==> config.mk <==
export PLATFORM = sky130hd
export DESIGN_NAME = gmte_iter
export DESIGN_NICKNAME = d
export VERILOG_FILES = /design/src/rtl/gmte_pkg.sv /design/src/rtl/gmte_iter.sv
export SDC_FILE = /design/constraint.sdc
export NUM_CORES = 1
export LEC_CHECK = 0
export BUFFER_PORTS_ARGS = -buffer_cell sky130_fd_sc_hd__buf_2
export CORE_ASPECT_RATIO = 1.25
export CORE_UTILIZATION = 35
export DETAILED_ROUTE_END_ITERATION = 12
export MAX_ROUTING_LAYER = met4
export PLACE_DENSITY_LB_ADDON = 0.2
export SLEW_MARGIN = 20
export SYNTH_ARGS = -nofsm -noshare
export SYNTH_HDL_FRONTEND = slang
export SYNTH_SLANG_ARGS = --single-unit
export TNS_END_PERCENT = 1
==> constraint.sdc <==
create_clock -name i_clk -period 6.15 [get_ports i_clk]
set_input_delay 0.3075 -clock i_clk [delete_from_list [all_inputs] [get_ports i_clk]]
set_output_delay 0.3075 -clock i_clk [all_outputs]
set_load 0.005 [all_outputs]
==> src/rtl/gmte_pkg.sv <==
// shared types, constants and helper functions for the move time estimator
package gmte_pkg;

    localparam int unsigned POS_W       = 32;
    localparam int unsigned FEED_W      = 31;
    localparam int unsigned TOTAL_W     = 48;
    localparam int unsigned FRAC_BITS   = 12;
    localparam int unsigned SQRT_STEPS  = 32;
    localparam int unsigned DIV_STEPS   = POS_W + FRAC_BITS;
    localparam int unsigned ITER_CNT_W  = 6;
    localparam int unsigned MUL_CNT_W   = 3;
    localparam int unsigned MUL_LAST    = 4;

    // floor(x / 60) == (x * RECIP60) >> RECIP_SHIFT for every 31 bit x
    localparam logic [31:0] RECIP60     = 32'd2290649225;
    localparam int unsigned RECIP_SHIFT = 37;

    localparam logic [FEED_W-1:0] FEED_RESET = 31'd102400;

    typedef enum logic [1:0] {
        CMD_MOVE       = 2'd0,
        CMD_SET_ORIGIN = 2'd1,
        CMD_ABS_EXTR   = 2'd2,
        CMD_REL_EXTR   = 2'd3
    } t_cmd;

    typedef enum logic [2:0] {
        ST_IDLE,
        ST_POS,
        ST_DIFF,
        ST_MUL,
        ST_SQRT,
        ST_DIV,
        ST_DONE
    } t_state;

    typedef enum logic {
        OP_SQRT,
        OP_DIV
    } t_iter_op;

    typedef struct packed {
        logic     start;
        t_iter_op op;
    } t_iter_req;

    // clamp a 33 bit signed difference to the signed 32 bit range
    function automatic logic signed [31:0] sat32(input logic signed [32:0] v);
        logic signed [31:0] res;
        if (v[32] != v[31]) begin
            res = v[32] ? 32'sh8000_0000 : 32'sh7FFF_FFFF;
        end else begin
            res = v[31:0];
        end
        return res;
    endfunction

    // magnitude of the difference of two signed 32 bit values
    function automatic logic [31:0] abs_diff(input logic signed [31:0] a,
                                             input logic signed [31:0] b);
        logic signed [32:0] d;
        logic [32:0]        m;
        d = {a[31], a} - {b[31], b};
        m = d[32] ? 33'(-d) : 33'(d);
        return m[31:0];
    endfunction

endpackage

==> src/rtl/gmte_iter.sv <==
// shared shift and subtract unit: integer square root and unsigned division
module gmte_iter (
    input  logic                 i_clk,
    input  logic                 i_rst_n,
    input  gmte_pkg::t_iter_req  i_req,
    input  logic [63:0]          i_radicand,
    input  logic [43:0]          i_dividend,
    input  logic [30:0]          i_divisor,
    output logic                 o_done,
    output logic [31:0]          o_root,
    output logic [43:0]          o_quot
);
    import gmte_pkg::*;

    logic                   r_busy;
    logic                   r_done;
    t_iter_op               r_op;
    logic [ITER_CNT_W-1:0]  r_cnt;
    logic [32:0]            r_rem;
    logic [63:0]            r_src;
    logic [31:0]            r_root;
    logic [FEED_W-1:0]      r_div;

    logic [34:0]            op_a;
    logic [34:0]            op_b;
    logic [35:0]            diff;
    logic                   ge;
    logic [ITER_CNT_W-1:0]  last;

    // one subtractor serves both recurrences
    always_comb begin
        if (r_op == OP_SQRT) begin
            op_a = {r_rem, r_src[63:62]};
            op_b = {1'b0, r_root, 2'b01};
            last = ITER_CNT_W'(SQRT_STEPS - 1);
        end else begin
            op_a = {2'b00, r_rem[31:0], r_src[63]};
            op_b = {4'b0000, r_div};
            last = ITER_CNT_W'(DIV_STEPS - 1);
        end
        diff = {1'b0, op_a} - {1'b0, op_b};
        ge   = ~diff[35];
    end

    always_ff @(posedge i_clk) begin
        if (!i_rst_n) begin
            r_busy <= 1'b0;
            r_done <= 1'b0;
            r_op   <= OP_SQRT;
            r_cnt  <= '0;
        end else begin
            r_done <= 1'b0;
            if (i_req.start) begin
                r_busy <= 1'b1;
                r_op   <= i_req.op;
                r_cnt  <= '0;
            end else if (r_busy) begin
                r_cnt <= r_cnt + 1'b1;
                if (r_cnt == last) begin
                    r_busy <= 1'b0;
                    r_done <= 1'b1;
                end
            end
        end
    end

    always_ff @(posedge i_clk) begin
        if (i_req.start) begin
            r_rem  <= '0;
            r_root <= '0;
            r_div  <= i_divisor;
            if (i_req.op == OP_SQRT) begin
                r_src <= i_radicand;
            end else begin
                r_src <= {i_dividend, {(64 - DIV_STEPS){1'b0}}};
            end
        end else if (r_busy) begin
            r_rem <= ge ? diff[32:0] : op_a[32:0];
            if (r_op == OP_SQRT) begin
                r_root <= {r_root[30:0], ge};
                r_src  <= {r_src[61:0], 2'b00};
            end else begin
                // quotient bits fill in from the bottom as dividend bits leave
                r_src  <= {r_src[62:0], ge};
            end
        end
    end

    assign o_done = r_done;
    assign o_root = r_root;
    assign o_quot = r_src[DIV_STEPS-1:0];

endmodule

==> parameters.txt, run 1 <==
Parameter                              Value

Placement
  Placer's final routability congestion estimate    0.824
  Dpl hpwl    19.2 mm
  IO Port Bufs    219

Final layout
  FF/Latch Area    0.00434 mm^2
  Number of fillers in the final layout    2952
  Net count, final    1385
  Fraction of final layout cells sized beyond drive strength 1    0.253
  Combined area of the multi-input logic cells    0.00534 mm^2
  Area Overhead vs Synth    16.2%
  Number of diodes    0

Floorplanning
  Starting utilization of the core area    0.354
  X dimension of the die    156 um
  Area of the core    0.0292 mm^2
  Floorplan die height    194 um
  Rows    70
  Die area    0.0302 mm^2
  Number of top-level design ports    220

Detailed routing
  Post-route met1 wirelength    11.2 mm
  Pre-Repair DR Iteration Count    5
  Per-cell via count in the routed design    5.10
  Routed Wire Length    26.3 mm
  Initial DRC Count    289
  Met2 wirelength from detailed routing    13.7 mm
  Total via count in the routed design    8241
  Remaining design rule violation count    0
  Antenna-violating nets left    0
  WL per Instance    16.3 um
  Routed length on met3    1.02 mm
  Highest routed layer    met4

Min path
  WHS Path Cells    1
  Worst min-delay path class    in -> reg

Setup path
  Worst-path fanout max    58
  Crit Reg-Reg Startpoint    r_op$_SDFFE_PN0P_
  Launching element type of the critical path    flip-flop
  Endpoint of the most critical setup path    r_rem[0]$_SDFFE_PP0P_
  Crit end category    flip-flop
  Worst Reg2Reg Path Length in Cells    12
  Signal arrival time at the worst endpoint    5.06 ns
  Origin of the worst setup path    r_op$_SDFFE_PN0P_
  Worst flop-to-flop path endpoint    r_rem[0]$_SDFFE_PP0P_
  Reg-to-reg setup timing slack    1.45 ns
  Required time worst endpoint    6.51 ns
  Critical setup path kind    reg -> reg

Clocking
  TritonCTS sink count    169
  CTS tree    done
  Largest buffer count on any clock path    2
  H-tree depth    4
  Root Driver    sky130_fd_sc_hd__clkbuf_16
  Post-cts repair resize count    0
  Later-pin clock latency in the skew report    0.43 ns
  Number of buffers added by the clock tree synthesis step    17
  Clock Pin Slew Worst Setup and Hold Paths    0.07 ns
  Setup bufs post-CTS    0
  Hold buffers post-CTS    0

Power
  PD cells    346 mW/mm^2
  Total chip power    4.16 mW
  Peak supply drop    0.000201 V
  Leakage dissipation    4.89 nW

Synthesis
  Post-synthesis async set-or-reset flop share    0
  Cell taking the most area after synthesis    sky130_fd_sc_hd__edfxtp_1
  Most repeated cell in the gate-level netlist after synthesis    sky130_fd_sc_hd__nand2_1
  Post-synthesis sequential element count    169
  Average footprint of a synthesized cell    9.64 um^2
  Post-synth top cells    sky130_fd_sc_hd__nand2_1 (122), sky130_fd_sc_hd__a21oi_1 (114), sky130_fd_sc_hd__mux2i_1 (112)
  Synth unique cells    58
  Nets in the synthesized netlist    1252
  Post-synthesis sequential area ratio    0.419
  YS warnings    0
  Cells after synthesis    1073
  Dominant cells by area after synthesis    sky130_fd_sc_hd__edfxtp_1 (28%), sky130_fd_sc_hd__dfxtp_1 (14%), sky130_fd_sc_hd__mux2i_1 (11%), sky130_fd_sc_hd__a21oi_1 (5.5%), sky130_fd_sc_hd__a211oi_1 (5.1%)
  Netlist Area Pre-Place    0.0103 mm^2
  Number of enable flip-flop cells after synthesis    95
  Synth Flop Type    sky130_fd_sc_hd__edfxtp_1
  Area share of the leading cell type in the synthesized netlist    0.276

Global route
  Pin count of the biggest net entering global routing    69
  Via count of the first global-routing pass    7719
  First-pass GRT wire length    40.3 mm
  Number of antenna violations at the first check in global routing    0
  Total GRT Usage    0.175
  Final global-route overflow total    0

STA
  Hold slack final    0.0480 ns
  Max-slew violation total from the final report    0
  Maximum achievable frequency    213 MHz
  Minimum period implied by the final worst setup slack    4.70 ns
  Setup Skew    0.00988 ns
  Actual slew at the worst max-slew pin    0.891 ns
  Hold Violations, Final    0
  Setup TNS Final    0 ns
  Relative slew slack    0.406
  Fin crit share    0.764
  Final setup violation count    0
  RSZ-0062 raised after global routing    false

Outcome
  Status    finished clean

Job
  Count of maximum capacitance violations    0
-- registers in the layout, summed over array words and instances, names as in the netlist --
register,flops
r_src,64
r_rem,33
o_root,32
r_div,31
r_cnt,6
o_done,1
r_busy,1
r_op,1
-- routing by layer --
metal	up-vias	GRT usage
li1	4147	-
met1	3889	0.196
met2	195	0.318
met3	10	0.0304
met4	0	0.0443
met5	-	-
-- layout make-up --
type | count | share of cell area
inverter | 14 | 0.00437
sequential | 169 | 0.361
timing repair buffer | 231 | 0.0990
tap | 396 | 0.0412
multi-input combinational | 773 | 0.444
clock buffer | 18 | 0.0357
clock inverter | 14 | 0.0143
-- logic make-up (layout without fill, tap and decap cells) --
kind of cell	after synthesis	count (layout)	synth area share
flops	169	169	0.419
compound gates	286	286	0.177
mux	144	144	0.143
simple gates	277	277	0.126
xor+xnor	30	30	0.0254
buf+inv	131	277	0.0651
fa+ha+maj	36	36	0.0443
-- cells in the final DEF (no fill, tap or decap), types with 3 or more instances in the layout --
master | Yosys | layout
sky130_fd_sc_hd__xnor2_1 | 20 | 20
sky130_fd_sc_hd__o21ai_0 | 36 | 36
sky130_fd_sc_hd__dfxtp_1 | 74 | 72
sky130_fd_sc_hd__nor2b_1 | 51 | 51
sky130_fd_sc_hd__buf_2 | 1 | 219
sky130_fd_sc_hd__a21oi_1 | 114 | 114
sky130_fd_sc_hd__mux2_2 | 32 | 32
sky130_fd_sc_hd__a21o_1 | 21 | 21
sky130_fd_sc_hd__buf_4 | 46 | 11
sky130_fd_sc_hd__o21a_1 | 4 | 4
sky130_fd_sc_hd__and3_1 | 5 | 5
sky130_fd_sc_hd__nand3_1 | 6 | 6
sky130_fd_sc_hd__edfxtp_1 | 95 | 95
sky130_fd_sc_hd__ha_1 | 35 | 35
sky130_fd_sc_hd__nand4_1 | 9 | 9
sky130_fd_sc_hd__nor4_1 | 3 | 3
sky130_fd_sc_hd__a31oi_1 | 10 | 10
sky130_fd_sc_hd__xor2_1 | 10 | 10
sky130_fd_sc_hd__or3_1 | 6 | 6
sky130_fd_sc_hd__clkbuf_16 | 0 | 17
sky130_fd_sc_hd__mux2i_1 | 112 | 112
sky130_fd_sc_hd__bufinv_16 | 0 | 3
sky130_fd_sc_hd__nor2_1 | 53 | 52
sky130_fd_sc_hd__o21bai_1 | 5 | 5
sky130_fd_sc_hd__nand2_1 | 122 | 122
sky130_fd_sc_hd__a211oi_1 | 70 | 70
sky130_fd_sc_hd__inv_6 | 0 | 3
sky130_fd_sc_hd__nor3_1 | 8 | 8
sky130_fd_sc_hd__clkinvlp_4 | 0 | 5
sky130_fd_sc_hd__inv_1 | 13 | 12
sky130_fd_sc_hd__a311oi_1 | 5 | 5
sky130_fd_sc_hd__and2_1 | 4 | 4
-- metrics by stage --
stage                     setup WS [ns]  utilization  std cells  cell area [um^2]
after floorplan                    1.67            -       1073             10300
after global placement             1.50        0.391       1582             11400
after detailed placement           1.42        0.391       1582             11400
after CTS                          1.39        0.412       1614             12000
after global routing               1.21        0.412       1615             12000
final                              1.45        0.412       1615             12000
-- power breakdown --
group / internal [mW] / leakage, nW / switching [mW]
logic: 0.716 / 3.06 / 0.918
registers: 1.33 / 1.55 / 0.0854
clock network: 0.641 / 0.277 / 0.469
total: 2.68 / 4.89 / 1.47
-- worst max-delay path: stages (launching register included) --
cell and delay, ns:
sky130_fd_sc_hd__dfxtp_4 0.92, sky130_fd_sc_hd__buf_4 0.40, sky130_fd_sc_hd__mux2_2 0.38, sky130_fd_sc_hd__ha_1 0.40
sky130_fd_sc_hd__a21o_1 0.21, sky130_fd_sc_hd__o21bai_1 0.15, sky130_fd_sc_hd__a21oi_1 0.18, sky130_fd_sc_hd__o21a_1 0.23
sky130_fd_sc_hd__a31oi_4 0.13, sky130_fd_sc_hd__o211ai_4 0.32, sky130_fd_sc_hd__nand2_2 0.55, sky130_fd_sc_hd__or3_1 0.55
sky130_fd_sc_hd__a31oi_1 0.16
-- worst min path at each step --
| stage | start | to | slack [ns] |
|---|---|---|---|
| after floorplan | i_divisor[0] | r_div[0]$_DFFE_PP_ | 0.41 |
| after global placement | o_root[31]$_SDFFE_PP0P_ | o_root[31]$_SDFFE_PP0P_ | 0.47 |
| after detailed placement | o_root[3]$_SDFFE_PP0P_ | o_root[4]$_SDFFE_PP0P_ | 0.48 |
| after CTS | i_divisor[13] | r_div[13]$_DFFE_PP_ | 0.02 |
| after global routing | i_divisor[14] | r_div[14]$_DFFE_PP_ | 0.02 |
| final | i_divisor[12] | r_div[12]$_DFFE_PP_ | 0.05 |
Note: power is estimated with default switching activity, not from simulation.
==> run 2: changes to the inputs <==
clock period = 4.01 ns   (was 6.15 ns; I/O delays follow)
==> run 2 against run 1 <==
Effect of this change:
- sequential power increased by 54%
- first-iteration DRC count grew 39%
- power rose by 57%
- cell count grew 2.7%
- worst setup slack lost 1.1 ns
- largest power group unchanged
- highest routed layer unchanged
==> parameters.txt, run 2 (synthesized netlist as in run 1, its figures left out) <==
Parameter                              Value

Outcome
  Status    finished clean (unchanged)

Detailed routing
  Pre-Repair DR Iteration Count    4 (was 5)
  Antenna-violating nets left    0 (unchanged)
  WL per Instance    16.6 um (was 16.3 um)
  Routed Wire Length    27.5 mm (was 26.3 mm)
  Initial DRC Count    402 (was 289)
  Per-cell via count in the routed design    5.11 (was 5.10)
  Remaining design rule violation count    0 (unchanged)
  Total via count in the routed design    8470 (was 8241)

Global route
  Number of antenna violations at the first check in global routing    0 (unchanged)
  Pin count of the biggest net entering global routing    175 (was 69)
  First-pass GRT wire length    42.7 mm (was 40.3 mm)
  Final global-route overflow total    0 (unchanged)
  Via count of the first global-routing pass    8360 (was 7719)
  Total GRT Usage    0.185 (was 0.175)

STA
  Setup Skew    0.0112 ns (was 0.00988 ns)
  RSZ-0062 raised after global routing    false (unchanged)
  Setup TNS Final    0 ns (unchanged)
  Relative slew slack    0.421 (was 0.406)
  Fin crit share    0.917 (was 0.764)
  Final setup violation count    0 (unchanged)
  Actual slew at the worst max-slew pin    0.868 ns (was 0.891 ns)
  Max-slew violation total from the final report    0 (unchanged)
  Minimum period implied by the final worst setup slack    3.68 ns (was 4.70 ns)
  Final setup slack of the worst path    0.334 ns (was 1.45 ns)
  Hold Violations, Final    0 (unchanged)
  Maximum achievable frequency    272 MHz (was 213 MHz)

Final layout
  Net count, final    1428 (was 1385)
  Final cell count without fillers    1658 (was 1615)
  Leading cell type in the layout, fill and taps excluded    sky130_fd_sc_hd__buf_2 (unchanged)
  Most used cells in the layout excluding fill and tap cells    sky130_fd_sc_hd__buf_2 (218), sky130_fd_sc_hd__nand2_1 (122), sky130_fd_sc_hd__a21oi_1 (114) (was sky130_fd_sc_hd__buf_2 (219), sky130_fd_sc_hd__nand2_1 (122), sky130_fd_sc_hd__a21oi_1 (114))
  Register with the most flip-flops    r_src (unchanged)
  Area Overhead vs Synth    20.7% (was 16.2%)
  Number of diodes    0 (unchanged)
  Max reg flops    64 (unchanged)
  Fraction of final layout cells sized beyond drive strength 1    0.255 (was 0.253)
  Share of the core filled with cells    0.428 (was 0.412)

Floorplanning
  X dimension of the die    156 um (unchanged)
  Number of top-level design ports    220 (unchanged)
  Area of the core    0.0292 mm^2 (unchanged)
  Rows    70 (unchanged)
  Starting utilization of the core area    0.354 (unchanged)
  Die area    0.0302 mm^2 (unchanged)
  Floorplan die height    194 um (unchanged)

Setup path
  Critical path's largest stage delay    0.58 ns (was 0.92 ns)
  Slowest library cell on the worst path    sky130_fd_sc_hd__dfxtp_4 (unchanged)
  Launching element type of the critical path    flip-flop (unchanged)
  Critical setup path kind    reg -> reg (unchanged)
  Required time worst endpoint    4.38 ns (was 6.51 ns)
  Worst-path fanout max    19 (was 58)
  Chain of cells forming the critical path    mux2i_1 -> ha_1 -> inv_1 -> fa_1 -> a21oi_1 -> o2bb2ai_1 -> o21bai_1 -> a31oi_1 -> a41oi_1 -> a21oi_1 -> a211oi_2 -> nor4_1 -> a311o_1 -> o21ai_1 (was buf_4 -> mux2_2 -> ha_1 -> a21o_1 -> o21bai_1 -> a21oi_1 -> o21a_1 -> a31oi_4 -> o211ai_4 -> nand2_2 -> or3_1 -> a31oi_1)
  Most used cell, CP    sky130_fd_sc_hd__a21oi_1
  Crit end category    flip-flop (unchanged)
  Signal arrival time at the worst endpoint    4.04 ns (was 5.06 ns)

Placement
  IO Port Bufs    219 (unchanged)
  Dpl hpwl    19.8 mm (was 19.2 mm)
  Placer's final routability congestion estimate    0.866 (was 0.824)
  Worst-case setup slack after placement    0.0840 ns (was 1.42 ns)
  Inst Count DP    1593 (was 1582)

Clocking
  Later-pin clock latency in the skew report    0.44 ns (was 0.43 ns)
  Number of buffers added by the clock tree synthesis step    17 (unchanged)
  Largest buffer count on any clock path    2 (unchanged)
  H-tree depth    4 (unchanged)
  Root Driver    sky130_fd_sc_hd__clkbuf_16 (unchanged)
  TritonCTS sink count    169 (unchanged)
  Clock Pin Slew Worst Setup and Hold Paths    0.08 ns (was 0.07 ns)
  CTS tree    done (unchanged)

Power
  Total chip power    6.52 mW (was 4.16 mW)
  Peak supply drop    0.000380 V (was 0.000201 V)
  PD cells    522 mW/mm^2 (was 346 mW/mm^2)
  Leakage dissipation    5.11 nW (was 4.89 nW)

Job
  Count of maximum capacitance violations    0 (unchanged)

Min path
  Worst min-delay path class    in -> reg (unchanged)
## run 2: cell types whose count changed in the layout (fill, tap and decap cells not counted), sizes merged
| cell | before | now |
|---|---|---|
| clkbuf | 18 | 17 |
| dlygate4sd3 | 0 | 32 |
| clkinv | 4 | 7 |
| inv | 16 | 21 |
| clkinvlp | 5 | 0 |
| bufinv | 3 | 1 |
| buf | 231 | 242 |
## run 2: path summary, 6_finish.rpt
| kind | to | depth (start not counted) | startpoint | slack, ns |
|---|---|---|---|---|
| worst min-delay path | r_src[2]$_DFFE_PP_ | 3 | i_radicand[2] | 0.04 |
| worst max register to register | r_rem[32]$_SDFFE_PP0P_ | 14 | r_op$_SDFFE_PN0P_ | 0.33 |
| worst max-delay path | r_rem[32]$_SDFFE_PP0P_ | 14 | r_op$_SDFFE_PN0P_ | 0.33 |
| worst min register to register | o_root[8]$_SDFFE_PP0P_ | 2 | o_root[7]$_SDFFE_PP0P_ | 0.48 |
## run 2: metal layers
layer / vias up / GRT usage / part of all wire
met5: - / - / 0
met4: 0 / 0.0516 / 0.012
li1: 4222 / - / -
met3: 23 / 0.0342 / 0.039
met2: 206 / 0.337 / 0.53
met1: 4019 / 0.204 / 0.42
## run 2: power breakdown
group	internal, mW	total [mW]	leakage (nW)	switching, mW
Sequential	2.03	2.17	1.55	0.134
Clock	0.893	1.68	0.295	0.790
Combinational	1.20	2.67	3.26	1.47
Total	4.13	6.52	5.11	2.39
## run 2: critical path: cells and delay by family, from the launching register on
family	cells	cell delay [ns]
compound gates	9	2.00
fa+ha+maj	2	0.59
flops	1	0.58
mux	1	0.29
simple gates	1	0.09
buf+inv	1	0.06
## run 2: repair_timing
action,4_1_cts,5_1_grt
setup endpoints to repair,0,5
hold endpoints to repair,32,0
buffers inserted,0,1
gates resized for setup,0,1
hold buffers,32,0
## run 2: through the flow
step / hold slack, ns / area [um^2]
after global placement: 0.377 / 11500
after detailed placement: 0.379 / 11500
after global routing: 0.0217 / 12500
final: 0.0409 / 12500
after CTS: 0.0105 / 12400
after floorplan: 0.299 / 10300
## run 2: area by class of cell
class / instances / area, um^2
Timing Repair Buffer: 274 / 1650
Multi-Input combinational cell: 773 / 5340
Inverter: 14 / 52.6
Tap cell: 396 / 495
Clock buffer: 17 / 425
Fill cell: 2913 / 16700
Clock inverter: 15 / 175
Sequential cell: 169 / 4340
